==> config.mk <==
export PLATFORM = sky130hd
export DESIGN_NAME = jfs_out_fifo
export DESIGN_NICKNAME = d
export VERILOG_FILES = /design/src/rtl/jfs_pkg.sv /design/src/rtl/jfs_out_fifo.sv
export SDC_FILE = /design/constraint.sdc
export NUM_CORES = 1
export LEC_CHECK = 0
export BUFFER_PORTS_ARGS = -buffer_cell sky130_fd_sc_hd__buf_4
export CORE_UTILIZATION = 40
export DETAILED_ROUTE_END_ITERATION = 8
export PLACE_DENSITY = 0.64
export SYNTH_ARGS = -nofsm -noshare
export SYNTH_HDL_FRONTEND = slang
export SYNTH_SLANG_ARGS = --single-unit
==> constraint.sdc <==
create_clock -name clk -period 3.41 [get_ports clk]
set_clock_uncertainty 0.2 [all_clocks]
set_input_delay 0.1705 -clock clk [delete_from_list [all_inputs] [get_ports clk]]
set_output_delay 0.1705 -clock clk [all_outputs]
set_load 0.05 [all_outputs]
==> src/rtl/jfs_pkg.sv <==
// shared constants and types for the jacobi five-point stencil core
package jfs_pkg;

  localparam int DEF_MAX_WIDTH   = 1024;
  localparam int DEF_MAX_HEIGHT  = 4096;
  localparam int DEF_SAMPLE_BITS = 16;

  // grid size after reset, and the smallest grid in use
  localparam int RST_GRID_WIDTH  = 1024;
  localparam int RST_GRID_HEIGHT = 1024;
  localparam int MIN_GRID        = 3;

  // result queue depth, room for two results per transfer plus slack
  localparam int FIFO_DEPTH = 4;

  localparam int CFG_INDEX_W = 1;
  localparam logic [CFG_INDEX_W-1:0] REG_GRID_WIDTH  = 1'b0;
  localparam logic [CFG_INDEX_W-1:0] REG_GRID_HEIGHT = 1'b1;

  // results written into the queue by one input transfer
  typedef struct packed {
    logic push;  // first result present
    logic pair;  // second result present as well
  } jfs_push_t;

endpackage

==> src/rtl/jfs_out_fifo.sv <==
// small result queue that takes one or two results per cycle and gives one per cycle while out_ready is high
module jfs_out_fifo
  import jfs_pkg::*;
#(
  parameter int DW = 8
) (
  input  logic          clk,
  input  logic          rst_n,
  input  jfs_push_t     push,
  input  logic [DW-1:0] data_a,
  input  logic [DW-1:0] data_b,
  output logic          room,
  output logic          out_valid,
  input  logic          out_ready,
  output logic [DW-1:0] out_data
);

  localparam int PTR_W = $clog2(FIFO_DEPTH);

  logic [DW-1:0]  entry_r [FIFO_DEPTH];
  logic [PTR_W-1:0] wp_r;
  logic [PTR_W-1:0] rp_r;
  logic [PTR_W:0]   cnt_r;
  logic [PTR_W:0]   cnt_nxt;
  logic             pop;

  always_comb begin
    out_valid = (cnt_r != '0);
    pop       = out_valid && out_ready;
    out_data  = entry_r[rp_r];
    // two free entries are needed, a cell may bring two results
    room      = (cnt_r <= (PTR_W+1)'(FIFO_DEPTH - 2));
    cnt_nxt   = cnt_r + (PTR_W+1)'(push.push) + (PTR_W+1)'(push.pair) - (PTR_W+1)'(pop);
  end

  always_ff @(posedge clk) begin
    if (!rst_n) begin
      wp_r  <= '0;
      rp_r  <= '0;
      cnt_r <= '0;
    end else begin
      wp_r  <= wp_r + PTR_W'(push.push) + PTR_W'(push.pair);
      rp_r  <= rp_r + PTR_W'(pop);
      cnt_r <= cnt_nxt;
    end
  end

  always_ff @(posedge clk) begin
    if (push.push) begin
      entry_r[wp_r] <= data_a;
    end
    if (push.pair) begin
      entry_r[wp_r + PTR_W'(1)] <= data_b;
    end
  end

endmodule

==> reports/metrics.yaml, run 1 <==
outcome:
  status: "finished, final reports clean"
routing:
  drtIter0Drc: 41
  viasPerCell: 4.897
  wl_microns: 3718
  dr.pass1.iters: 3
  ant_nets: 0
  drc: 0
  post_drt_wl_per_cell_microns: 16.60
  vias: 1097
worst_setup_path:
  slowest_stage: "or3_1"
  cp_max_fo: 3
  critPathRequiredTime_ns: 3.40
  cp_slowest_stage_delay_ns: 0.38
  rr_startpoint: "cnt_r[1]$_SDFF_PN0_"
  path_buf_inv: 1
  crit_start: "cnt_r[1]$_SDFF_PN0_"
  cp-end-kind: "flop"
  worstReg2RegEnd: "cnt_r[2]$_SDFF_PN0_"
  crit_chain: "or3_1 -> and2_1 -> ha_1 -> inv_1 -> fa_1 -> fa_1 -> xnor2_1 -> and2_1"
  r2r_cells: 8
  cp_top_family: "adder cells"
  worstPathArrival_ns: 2.54
  start_kind: "flop"
  endpoint: "cnt_r[2]$_SDFF_PN0_"
  crit_type: "flop to flop"
  r2r_slack_ns: 0.86
  worst-path-stages: 8
grt:
  antenna_found_initial: 0
  grt_pass1_wl_microns: 6085
  grt_max_degree: 13
  grt_overflow_total: 0
  track_usage: 0.1659
  grt_pass1_vias: 1203
place:
  portBuffers: 30
  dpl.hpwl_microns: 2556
  gp_congestion: 0.6988
clocking:
  cts_sinks: 39
  root_buffer: "clkbuf_8"
  cts_inserted_buffers: 5
  clkTransAtPathRegs_ns: 0.08
  clock_latency_ns: 0.29
  tritoncts: "done"
  clockBufferDepth: 2
  htree_levels: 2
sta:
  drv_slew: 0
  finalCritPeriodShare: 0.7478
  grt_setup_unrepaired: "false"
  fin_setup_tns_ns: 0
  max_slew.worst_pin.slew_ns: 1.001
  min_period_ns: 2.550
  setup_violations: 0
  max_freq_ghz: 0.3922
  hold_violations: 0
  max-slew-margin-rel: 0.3289
yosys:
  syn_avg_cell_area_sq_um: 16.57
  synth_top_cell_area_share: 0.4914
  ys_ff_latch: 39
  synth_largest_area_cell: "edfxtp_1"
  syn_area_sq_um: 1956
  yosys_warnings: 0
  synth_area_leaders: "edfxtp_1, mux2_2, mux4_2"
  yosysUniqueCellTypes: 23
  synth_nets: 145
  syn_inst: 118
  seq_area_frac_synth: 0.5630
floorplan:
  die_area_sq_um: 5172
  die_h_microns: 71.92
  boundaryPins: 31
  row_count: 25
  die_w_microns: 71.92
  initial_core_util: 0.4140
  fp.coreArea_sq_um: 4723
layout:
  syn_to_final_growth_pct: 21.62
  mostFrequentLayoutCells: "mux2_2, edfxtp_1, buf_4, mux4_2, and2_1"
  multi_input_area_sq_um: 820.8
  register_area_sq_um: 1101
  diodes: 0
  drive_gt1_frac: 0.5159
  fillCellCount: 418
  final_net_count: 183
job:
  max-cap-violations: 0
power:
  power_leakage_nw: 0.8815
  p_total_mw: 1.582
  irDropWorstVdd_mv: 0.2920
  pwr_density_cell_nw_per_um2: 665.1
min_path:
  hp-class: "primary input to flop"
[Yosys cell counts, drive strengths merged]
library cell / count
nor3b: 1
edfxtp: 32
nand3b: 2
mux4: 8
o31ai: 1
a21o: 1
nor2b: 1
or3: 1
xnor2: 1
mux2i: 1
fa: 3
ha: 3
nor2: 2
buf: 4
and2: 8
dfxtp: 7
inv: 5
nand3: 1
nand2: 1
o21ai: 1
mux2: 32
xor2: 2
[where the power goes]
part / switching (mW) / internal (mW) / total (mW)
registers: 0.0686 / 0.601 / 0.670
logic: 0.349 / 0.262 / 0.611
clock network: 0.161 / 0.141 / 0.302
total: 0.579 / 1.00 / 1.58
[timing repair]
item | CTS | global route
setup buffers | 0 | 0
hold endpoints to repair | 9 | 0
resized for setup | 0 | 0
hold buffers | 4 | 0
[worst reg2reg max path, delay by kind of cell (launching register included)]
family,cells,cell delay [ns]
adders and majority gates,3,1.02
and+or+nand+nor,3,0.71
DFF,1,0.33
xor gates and xnor gates,1,0.13
buffers and inverters,1,0.05
[stage by stage]
stage | hold WS [ns] | cells | setup WS, ns | util | instance area [sq um]
finish | 0.006560 | 224 | 0.8600 | 0.5036 | 2379
global route | 0.0007120 | 224 | 0.7067 | 0.5036 | 2379
CTS | 0.0001657 | 224 | 0.8438 | 0.5036 | 2379
detailed placement | 0.2377 | 212 | 0.8504 | 0.4779 | 2257
global placement | 0.2252 | 212 | 0.9238 | 0.4779 | 2257
floorplan | 0.09221 | 118 | 0.6247 | - | 1956
[worst min path at each step]
| stage | slack (ns) | end | startpoint | cells past startpoint |
|---|---|---|---|---|
| final | 0.007 | entry_r[2][3]$_DFFE_PP_ | data_b[3] | 2 |
| after global routing | 0.0007 | entry_r[2][1]$_DFFE_PP_ | data_a[1] | 2 |
| after CTS | 0.0002 | entry_r[1][5]$_DFFE_PP_ | data_a[5] | 2 |
| after detailed placement | 0.24 | wp_r[1]$_SDFF_PN0_ | rst_n | 2 |
| after global placement | 0.23 | cnt_r[2]$_SDFF_PN0_ | rst_n | 2 |
| after floorplan | 0.09 | cnt_r[0]$_SDFF_PN0_ | rst_n | 1 |
[registers in the layout, summed over array words and instances (netlist names)]
register,cells
cnt_r,3
wp_r,2
entry_r,32
rp_r,2
[layout make-up]
cell class                 count  share of cell area
clock inverter                 2            0.003682
tap                           67             0.03524
clock buffer                   6             0.03051
timing repair buffer          35              0.1147
sequential                    39              0.4629
multi-input combinational     70              0.3451
inverter                       5            0.007891
[cells by family after synthesis]
kind of cell	after synthesis	synth area share
compound gates	3	0.01024
xor+xnor	3	0.01344
fa+ha+maj	6	0.04991
buf+inv	9	0.01984
flops	39	0.5630
mux	41	0.2815
simple gates	17	0.06207
[per-layer routing]
layer | global-route usage | wire (microns) | vias to the layer above
met5 | 0 | 0 | -
met2 | 0.2977 | 1968 | 24
li1 | - | - | 525
met3 | 0.05139 | 151 | 2
met1 | 0.1892 | 1578 | 546
met4 | 0.05229 | 20 | 0
Power figures use the tool's default switching activity.
==> inputs of run 2 (changes only) <==
clock period = 2.4 ns   (was 3.41 ns; I/O delays follow)
==> run 2 against run 1 <==
Via count grew 13%. Sequential cell count is the same. Total power grew 55%. Combinational power grew 65%. Setup slack lost 0.85 ns. Critical path depth is the same. Maximum frequency grew 6.6%. Design area grew 14%. Critical path type unchanged. Largest power group is now combinational logic. Highest routed layer unchanged.
==> reports/metrics.yaml, run 2 (synthesis results as in run 1) <==
power:
  power_leakage_nw: 1.030  # +17%
  irDropWorstVdd_mv: 0.4660  # +60%
  pwr_density_cell_nw_per_um2: 907.8  # +36%
  p_total_mw: 2.459  # +55%
clocking:
  htree_levels: 2  # unchanged
  tritoncts: "done"
  cts_inserted_buffers: 5  # unchanged
  clockBufferDepth: 2  # unchanged
  cts_sinks: 39  # unchanged
  clkTransAtPathRegs_ns: 0.07  # about the same
  root_buffer: "clkbuf_8"
  clock_latency_ns: 0.28  # about the same
sta:
  min_period_ns: 2.393  # -0.1572 ns
  hold_violations: 0  # unchanged
  worst_slack_ns: 0.007213  # -0.8528 ns
  max_freq_ghz: 0.4179  # +6.6%
  max-slew-margin-rel: 0.3882  # +0.05931
  drv_slew: 0  # unchanged
  max_slew.worst_pin.slew_ns: 0.9099  # -0.09072 ns
  finalCritPeriodShare: 0.9970  # +0.2492
  setup_violations: 0  # unchanged
  grt_setup_unrepaired: "true"
job:
  max-cap-violations: 0  # unchanged
routing:
  post_drt_wl_per_cell_microns: 16.03  # -3.4%
  drc: 0  # unchanged
  drtIter0Drc: 53  # +29%
  dr.pass1.iters: 4  # +1
  vias: 1242  # +13%
  ant_nets: 0  # unchanged
  wl_microns: 4088  # +10%
  viasPerCell: 4.871  # -0.55%
floorplan:
  fp.coreArea_sq_um: 4723  # unchanged
  die_w_microns: 71.92  # unchanged
  initial_core_util: 0.4140  # unchanged
  die_h_microns: 71.92  # unchanged
  boundaryPins: 31  # unchanged
  die_area_sq_um: 5172  # unchanged
  row_count: 25  # unchanged
layout:
  top_regs: "entry_r (32), cnt_r (3)"
  largest_register: "entry_r"
  mostFrequentLayoutCell: "buf_4"
  drive_gt1_frac: 0.5266  # +0.01067
  final_net_count: 214  # +17%
  mostFrequentLayoutCells: "buf_4, mux2_2, edfxtp_1, dlygate4sd3_1, mux4_2"
  diodes: 0  # unchanged
  stdcell_area_sq_um: 2709  # +14%
  syn_to_final_growth_pct: 38.52
  largest_reg_flops: 32  # unchanged
worst_setup_path:
  cp_common_cell: "fa_2"
  start_kind: "flop"
  cp_max_fo: 3  # unchanged
  worstPathArrival_ns: 2.38  # -0.16 ns
  cp-end-kind: "flop"
  crit_chain: "or3_4 -> and2_4 -> ha_4 -> inv_2 -> fa_2 -> fa_2 -> xnor2_1 -> and2_1"
  slowest_stage: "or3_4"
  critPathRequiredTime_ns: 2.38  # -1.02 ns
  cp_slowest_stage_delay_ns: 0.38  # about the same
  crit_type: "flop to flop"
place:
  portBuffers: 30  # unchanged
  gp_congestion: 0.7383  # +5.7%
  dpl.hpwl_microns: 2690  # +5.2%
  place_area_sq_um: 2331  # +3.3%
  dp_slack_ns: -0.001639  # -0.8520 ns
grt:
  grt_overflow_total: 0  # unchanged
  antenna_found_initial: 0  # unchanged
  grt_pass1_wl_microns: 6499  # +6.8%
  grt_max_degree: 13  # unchanged
  grt_pass1_vias: 1338  # +11%
  track_usage: 0.1769  # +0.01102
min_path:
  hp-class: "primary input to flop"
outcome:
  status: "finished, final reports clean"
run 2: cell count changes in the layout (fill, tap and decap cells not counted), sizes merged:
| cell | before | now |
|---|---|---|
| clkbuf | 6 | 5 |
| bufinv | 0 | 1 |
| dlygate4sd3 | 4 | 24 |
| buf | 31 | 42 |
run 2: area by class of cell:
type / count / area [sq um]
fill: 394 / 2014
sequential: 39 / 1102
multi-input combinational: 70 / 840.8
timing repair buffer: 66 / 555.5
tap: 67 / 83.83
clock buffer: 5 / 68.82
clock inverter: 3 / 38.79
inverter: 5 / 18.77
run 2: per-layer routing:
metal  vias to the layer above  GRT usage  part of all wire
li1                        595          -                 -
met1                       618     0.2128              0.42
met2                        25     0.3166              0.54
met3                         4    0.04583             0.033
met4                         0    0.04575            0.0071
met5                         -          0                 0
run 2: worst paths after layout:
| kind | start | end | cells after the start | slack (ns) |
|---|---|---|---|---|
| setup reg to reg | cnt_r[1]$_SDFF_PN0_ | cnt_r[2]$_SDFF_PN0_ | 8 | 0.007 |
| hold / removal | push[1] | wp_r[0]$_SDFF_PN0_ | 3 | 0.03 |
| hold reg to reg | rp_r[0]$_SDFF_PN0_ | rp_r[0]$_SDFF_PN0_ | 2 | 0.40 |
| setup / recovery | cnt_r[1]$_SDFF_PN0_ | cnt_r[2]$_SDFF_PN0_ | 8 | 0.007 |
run 2: stage by stage:
| step | std cells | util | TNS (ns) | hold slack (ns) |
|---|---|---|---|---|
| 6_report | 255 | 0.5735 | 0 | 0.02999 |
| 5_1_grt | 255 | 0.5735 | -0.1122 | 0.09044 |
| 4_1_cts | 251 | 0.5672 | -0.01203 | 0.03009 |
| 3_5_place_dp | 219 | 0.4935 | -0.001639 | 0.1802 |
| 3_3_place_gp | 219 | 0.4935 | 0 | 0.1750 |
| 2_1_floorplan | 118 | - | -0.1121 | 0.04171 |
run 2: repair_timing:
action,in CTS,in global routing
hold buffers,24,0
pin swaps,0,1
endpoints found under the setup margin,1,3
resized for setup,0,0
hold endpoints to repair,39,0
buffers inserted,0,4
run 2: report_power, final:
group / switching (mW) / internal [mW]
Clock: 0.225 / 0.304
Combinational: 0.551 / 0.457
Sequential: 0.0661 / 0.855
Total: 0.842 / 1.62
run 2: critical path, delay by kind of cell, from the launching register on:
| family | cells | cell delay, ns |
|---|---|---|
| and+or+nand+nor | 3 | 0.68 |
| adders and majority gates | 3 | 0.93 |
| DFF | 1 | 0.33 |
| buffers and inverters | 1 | 0.03 |
| xor gates and xnor gates | 1 | 0.12 |
